--- src/chs_pkg.sv ---
package chs_pkg;

  // Field widths of the request and response beats.
  localparam int OP_W   = 2;
  localparam int KEY_W  = 32;
  localparam int VAL_W  = 32;
  localparam int STAT_W = 2;

  // Operation codes; code three behaves as a lookup.
  localparam logic [OP_W-1:0] OP_LOOKUP = 2'd0;
  localparam logic [OP_W-1:0] OP_INSERT = 2'd1;
  localparam logic [OP_W-1:0] OP_REMOVE = 2'd2;

  // Response status codes.
  localparam logic [STAT_W-1:0] ST_OK        = 2'd0;
  localparam logic [STAT_W-1:0] ST_NOT_FOUND = 2'd1;
  localparam logic [STAT_W-1:0] ST_FULL      = 2'd2;
  localparam logic [STAT_W-1:0] ST_ZERO_KEY  = 2'd3;

  // Commands from the controller to the datapath.
  typedef struct packed {
    logic              load;
    logic              hash_step;
    logic              hash_final;
    logic              mod_step;
    logic              seed;
    logic              clr_step;
    logic              wr_entry;
    logic              wr_link;
    logic              wr_new;
    logic              follow;
    logic              set_result;
    logic [STAT_W-1:0] res_status;
    logic              res_take_found;
    logic              out_load;
  } cmd_t;

  // Status from the datapath to the controller.
  typedef struct packed {
    logic key_zero;
    logic is_insert;
    logic is_remove;
    logic cnt3;
    logic clr_last;
    logic hit;
    logic empty;
    logic link_none;
    logic cellar_full;
    logic out_busy;
  } sts_t;

endpackage

--- src/chs_ctrl.sv ---
module chs_ctrl (
  input  logic          clk,
  input  logic          rst,
  input  logic          req_valid,
  output logic          req_ready,
  input  chs_pkg::sts_t sts,
  output chs_pkg::cmd_t cmd
);
  import chs_pkg::*;

  localparam logic [3:0] S_CLEAR  = 4'd0;
  localparam logic [3:0] S_IDLE   = 4'd1;
  localparam logic [3:0] S_START  = 4'd2;
  localparam logic [3:0] S_HASH   = 4'd3;
  localparam logic [3:0] S_FINAL  = 4'd4;
  localparam logic [3:0] S_MOD    = 4'd5;
  localparam logic [3:0] S_SEED   = 4'd6;
  localparam logic [3:0] S_READ   = 4'd7;
  localparam logic [3:0] S_CHECK  = 4'd8;
  localparam logic [3:0] S_APPEND = 4'd9;
  localparam logic [3:0] S_DONE   = 4'd10;

  logic [3:0] state;
  logic [3:0] state_next;

  assign req_ready = (state == S_IDLE);

  // State register; reset starts the clearing sweep of the slot store.
  always_ff @(posedge clk) begin
    if (rst) begin
      state <= S_CLEAR;
    end else begin
      state <= state_next;
    end
  end

  // Next state and datapath commands.
  always_comb begin
    state_next = state;
    cmd        = '0;
    case (state)
      S_CLEAR: begin
        cmd.clr_step = 1'b1;
        if (sts.clr_last) begin
          state_next = S_IDLE;
        end
      end
      S_IDLE: begin
        if (req_valid) begin
          cmd.load   = 1'b1;
          state_next = S_START;
        end
      end
      S_START: begin
        if (sts.key_zero) begin
          cmd.set_result = 1'b1;
          cmd.res_status = ST_ZERO_KEY;
          state_next     = S_DONE;
        end else begin
          state_next = S_HASH;
        end
      end
      S_HASH: begin
        cmd.hash_step = 1'b1;
        if (sts.cnt3) begin
          state_next = S_FINAL;
        end
      end
      S_FINAL: begin
        cmd.hash_final = 1'b1;
        state_next     = S_MOD;
      end
      S_MOD: begin
        cmd.mod_step = 1'b1;
        state_next   = S_SEED;
      end
      S_SEED: begin
        cmd.seed   = 1'b1;
        state_next = S_READ;
      end
      S_READ: begin
        state_next = S_CHECK;
      end
      S_CHECK: begin
        if (sts.is_insert) begin
          if (sts.empty) begin
            cmd.wr_entry   = 1'b1;
            cmd.set_result = 1'b1;
            cmd.res_status = ST_OK;
            state_next     = S_DONE;
          end else if (sts.link_none) begin
            if (sts.cellar_full) begin
              cmd.set_result = 1'b1;
              cmd.res_status = ST_FULL;
              state_next     = S_DONE;
            end else begin
              cmd.wr_link = 1'b1;
              state_next  = S_APPEND;
            end
          end else begin
            cmd.follow = 1'b1;
            state_next = S_READ;
          end
        end else begin
          if (sts.hit) begin
            cmd.wr_entry       = sts.is_remove;
            cmd.set_result     = 1'b1;
            cmd.res_status     = ST_OK;
            cmd.res_take_found = 1'b1;
            state_next         = S_DONE;
          end else if (sts.link_none) begin
            cmd.set_result = 1'b1;
            cmd.res_status = ST_NOT_FOUND;
            state_next     = S_DONE;
          end else begin
            cmd.follow = 1'b1;
            state_next = S_READ;
          end
        end
      end
      S_APPEND: begin
        cmd.wr_new     = 1'b1;
        cmd.set_result = 1'b1;
        cmd.res_status = ST_OK;
        state_next     = S_DONE;
      end
      S_DONE: begin
        if (!sts.out_busy) begin
          cmd.out_load = 1'b1;
          state_next   = S_IDLE;
        end
      end
      default: begin
        state_next = S_IDLE;
      end
    endcase
  end

endmodule

--- config.mk ---
export PLATFORM = sky130hd
export DESIGN_NAME = chs_ctrl
export DESIGN_NICKNAME = d
export VERILOG_FILES = /design/src/chs_pkg.sv /design/src/chs_ctrl.sv
export SDC_FILE = /design/constraint.sdc
export NUM_CORES = 1
export LEC_CHECK = 0
export ABC_AREA = 1
export BUFFER_PORTS_ARGS = -buffer_cell sky130_fd_sc_hd__buf_2
export CORE_AREA = 3 3 40 42
export DETAILED_ROUTE_END_ITERATION = 8
export DIE_AREA = 0 0 43 45
export GPL_ROUTABILITY_DRIVEN = 1
export PLACE_DENSITY = 0.68
export SKIP_CTS_REPAIR_TIMING = 1
export SYNTH_ARGS = -nofsm -noshare
export SYNTH_HDL_FRONTEND = slang
export SYNTH_SLANG_ARGS = --single-unit
--- constraint.sdc ---
create_clock -name clk -period 1.8 [get_ports clk]
set_input_delay 0 -clock clk [delete_from_list [all_inputs] [get_ports clk]]
set_output_delay 0 -clock clk [all_outputs]
set_load 0.02 [all_outputs]
# == After elaboration in Yosys (flattened, before gate mapping) ==
# Cells that the tools add are included.
# op_classes
n_eq_ne,14
muxes,45
n_reduce_logical,2
# ops
op,n
two-way mux 4 bit,11
one-hot mux 4 bit (11 select lines),1
two-way mux 1 bit,24
two-way mux 3 bit,6
== test 4 x 3 -> 1 bit (second input constant),4
== test 4 bit (second input constant),3
one-hot mux 3 bit (3 select lines),1
== test 4 x 2 -> 1 bit (second input constant),2
!= test 2 bit (second input constant),4
== test 4 x 1 -> 1 bit (second input constant),1
zero test 4 bit,1
two-way mux 2 bit,2
AND reduction 4 bit,1
# word_totals
input_bits,13
output_inout_bits,16
regBits,4
elab_cells,62

# == Longest topological paths before layout ==
# depth
word_depth,5
mapped_depth,8
ltp_nobuf,8

# == Least setup slack after synthesis ==
# Ideal clock, no wire load.
# synth_timing
kind,register to output
from,register state[0]
to,output port cmd[3] in the netlist's numbering
t_arrival_ps,1302
t_required_ps,1800
path_slack_ps,498
path_buffers,0
stages_incl_launch_ff,6
cell_sequence,dfxtp_1 > nor2_2 > inv_2 > nor2_4 > inv_2 > o31ai_1
# synth_rtl
item,line_no,text
start: declaration,chs_ctrl.sv:23,logic [3:0] state;
start signal: assignment,chs_ctrl.sv:33,state <= state_next;
end: declaration,chs_ctrl.sv:7,output chs_pkg::cmd_t cmd

==> run_results.csv <==
group,metric,value,unit
status,outcome,"complete, no violations",
floorplan,core,0.00128,mm^2
grt,antenna_found_initial,0,
grt,grt_overflow,0,
grt,grt_use_met2,25.4,%
worst_setup_path,critPathMostFrequentCell,"inv_2",
placed_design,placed_cells,142,
drt,wl_per_cell,9.61,um
yosys,syn-num-nets,112,
cells_and_area,design_area,688,um^2
grt,use_met1,20.9,%
clock_tree,root_buffer,"clkbuf_4",
cells_and_area,final_cell_mix,"buf_2, nor2_1, nand2_1, inv_1, nand3_1",
power_and_ir_drop,ir_worst_vdd,668,uV
cells_and_area,largest_reg_flops,4,
sta,finalSetupTns,0,ns
grt,busiest_layer,"met2",
floorplan,row_count,13,
drt,firstDrtPassIters,5,
sta,hold_violations,0,
yosys,synth_cell_types,15,
cells_and_area,stdcell_count,146,
sta,fmax,673,MHz
sta,worst_slew_pin_slew,0.254,ns
cells_and_area,fillers,139,
cells_and_area,drive_gt1_share,29.8,%
grt,grt_pass1_vias,571,
sta,final-setup-viol-count,0,
grt,track_usage,15.6,%
cells_and_area,final_common_cell,"buf_2",
placed_design,gp_congestion,0.845,
sta,fin_crit,1.49,ns
drt,ant_nets,0,
worst_setup_path,crit_type,"flop to primary output",
drt,drcViolationCount,0,
worst_setup_path,worst_ep_required_time,1.80,ns
sta,clock_skew,0.00106,ns
cells_and_area,register_area,80.1,um^2
grt,grt_pass1_wl,2300,um
sta,fin_crit_sh,82.6,%
worst_setup_path,worst_setup_path_end_kind,"primary output",
clock_tree,cts_tree,"yes",
cells_and_area,multi_input_area,342,um^2
floorplan,die_area,0.00194,mm^2
placed_design,io_buffers,28,
yosys,synth-seq-cells,4,
power_and_ir_drop,p_leak,0.000436,uW
worst_setup_path,arrival,1.49,ns
cells_and_area,diodes,0,
clock_tree,cts_max_level,1,
clock_tree,clock_sinks,4,
yosys,synth_seq_area_share,16.1,%
sta,rsz0062_at_grt,"false",
floorplan,ios,29,
floorplan,die_h,45,um
clock_tree,clk_latency,0.23,ns
clock_tree,clk_pin_slew,0.04,ns
worst_setup_path,crit_chain,"nor2_2, inv_2, nor2_4, inv_2, o31ai_1, buf_2",
grt,grt_max_degree,8,
cells_and_area,reg_top3,"state: 4 flops",
clock_tree,cts.path.max_buffers,2,
sta,max_slew_margin,83.0,%
yosys,synth.avg_cell_area,5.02,um^2
floorplan,initial_utilization,38.7,%
grt,grt_use_met3,2.39,%
sta,hold_slack,0.0794,ns
worst_setup_path,slowest_stage,"dfxtp_1",
drt,avgViaCountPerCell,4.65,
flow_run,max_cap_violations,0,
cells_and_area,regMostFlops,"state",
worst_setup_path,worstSetupStartpointType,"flop",
placed_design,pre_cts_ws,0.564,ns
clock_tree,cts-buffers-inserted,3,
yosys,synth_area,497,um^2
placed_design,post_dp_cell_area,656,um^2
drt,vias,679,
floorplan,fp.dieW,43,um
sta,slew_viol_final,0,
yosys,syn_inst,99,
power_and_ir_drop,power_density,1220,mW/mm^2
worst_setup_path,cp_max_fo,6,
yosys,yosys_warnings,0,
worst_hold_path,min_path_type,"input port to flop",
worst_setup_path,max_stage_delay,0.37,ns
drt,wirelength,1400,um
sta,fin_ws,0.313,ns
worst_setup_path,critPathBufInv,3,
drt,drt-initial-drc-count,29,
placed_design,dp.final_hpwl,1190,um
cells_and_area,area_delta_synth_final,38.5,%
worst_setup_path,critical_path.top_delay_family,"flip-flops",
cells_and_area,layout.nets,146,
layout make-up:
cell class | count | area share [%]
multi-input combinational | 75 | 49.6
timing repair buffer | 29 | 21.8
sequential | 4 | 11.6
inverter | 20 | 10.9
clock buffer | 3 | 3.27
tap | 15 | 2.73
routing by layer:
metal  share of wire (%)  up-vias  wire, um
li1                    -      370         -
met1                  48      286       678
met2                  44       21       614
met3                 6.6        2        93
met4                 1.2        0        17
met5                   0        -         0
worst min-delay path, delay by kind of cell:
kind / cells / cell delay (ns)
buf+inv: 1 / 0.11
simple gates: 1 / 0.09
compound gates: 1 / 0.07
through the flow:
step,util (%),power [uW]
CTS,52.8,844
global placement,51.0,723
global route,53.6,932
detailed placement,51.0,729
floorplan,-,574
finish,53.6,839
Yosys cell counts (all sizes together):
| cell | number | share of area [%] |
|---|---|---|
| dfxtp | 4 | 16 |
| o211ai | 1 | 1.5 |
| nand3 | 9 | 9.1 |
| nand2 | 24 | 19 |
| o21ai | 4 | 4.0 |
| o21bai | 1 | 1.5 |
| a21oi | 3 | 3.0 |
| inv | 20 | 15 |
| o31ai | 1 | 1.5 |
| nor3 | 3 | 3.0 |
| nor2 | 29 | 26 |
kinds of logic (layout without fill, tap and decap cells):
kind of cell | Yosys count | after routing | share of synthesized area (%)
AO/OA/AOI/OAI | 10 | 10 | 11.6
buffers and inverters | 20 | 52 | 15.1
flip-flops | 4 | 4 | 16.1
AND/OR/NAND/NOR | 65 | 65 | 57.2
power breakdown:
group	total [uW]	internal (uW)	switching (uW)
sequential	169	118	51.3
combinational	562	188	374
clock	108	74.4	33.6
path summary, 6_finish.rpt:
path / start / end / slack, ns / cells after the start
max: state[0] / cmd[3] / 0.31 / 6
max reg2reg: state[0] / state[3] / 0.58 / 7
min reg2reg: state[1] / state[1] / 0.59 / 2
min: sts[0] / state[3] / 0.08 / 3
Note: power is estimated with default switching activity, not from simulation.
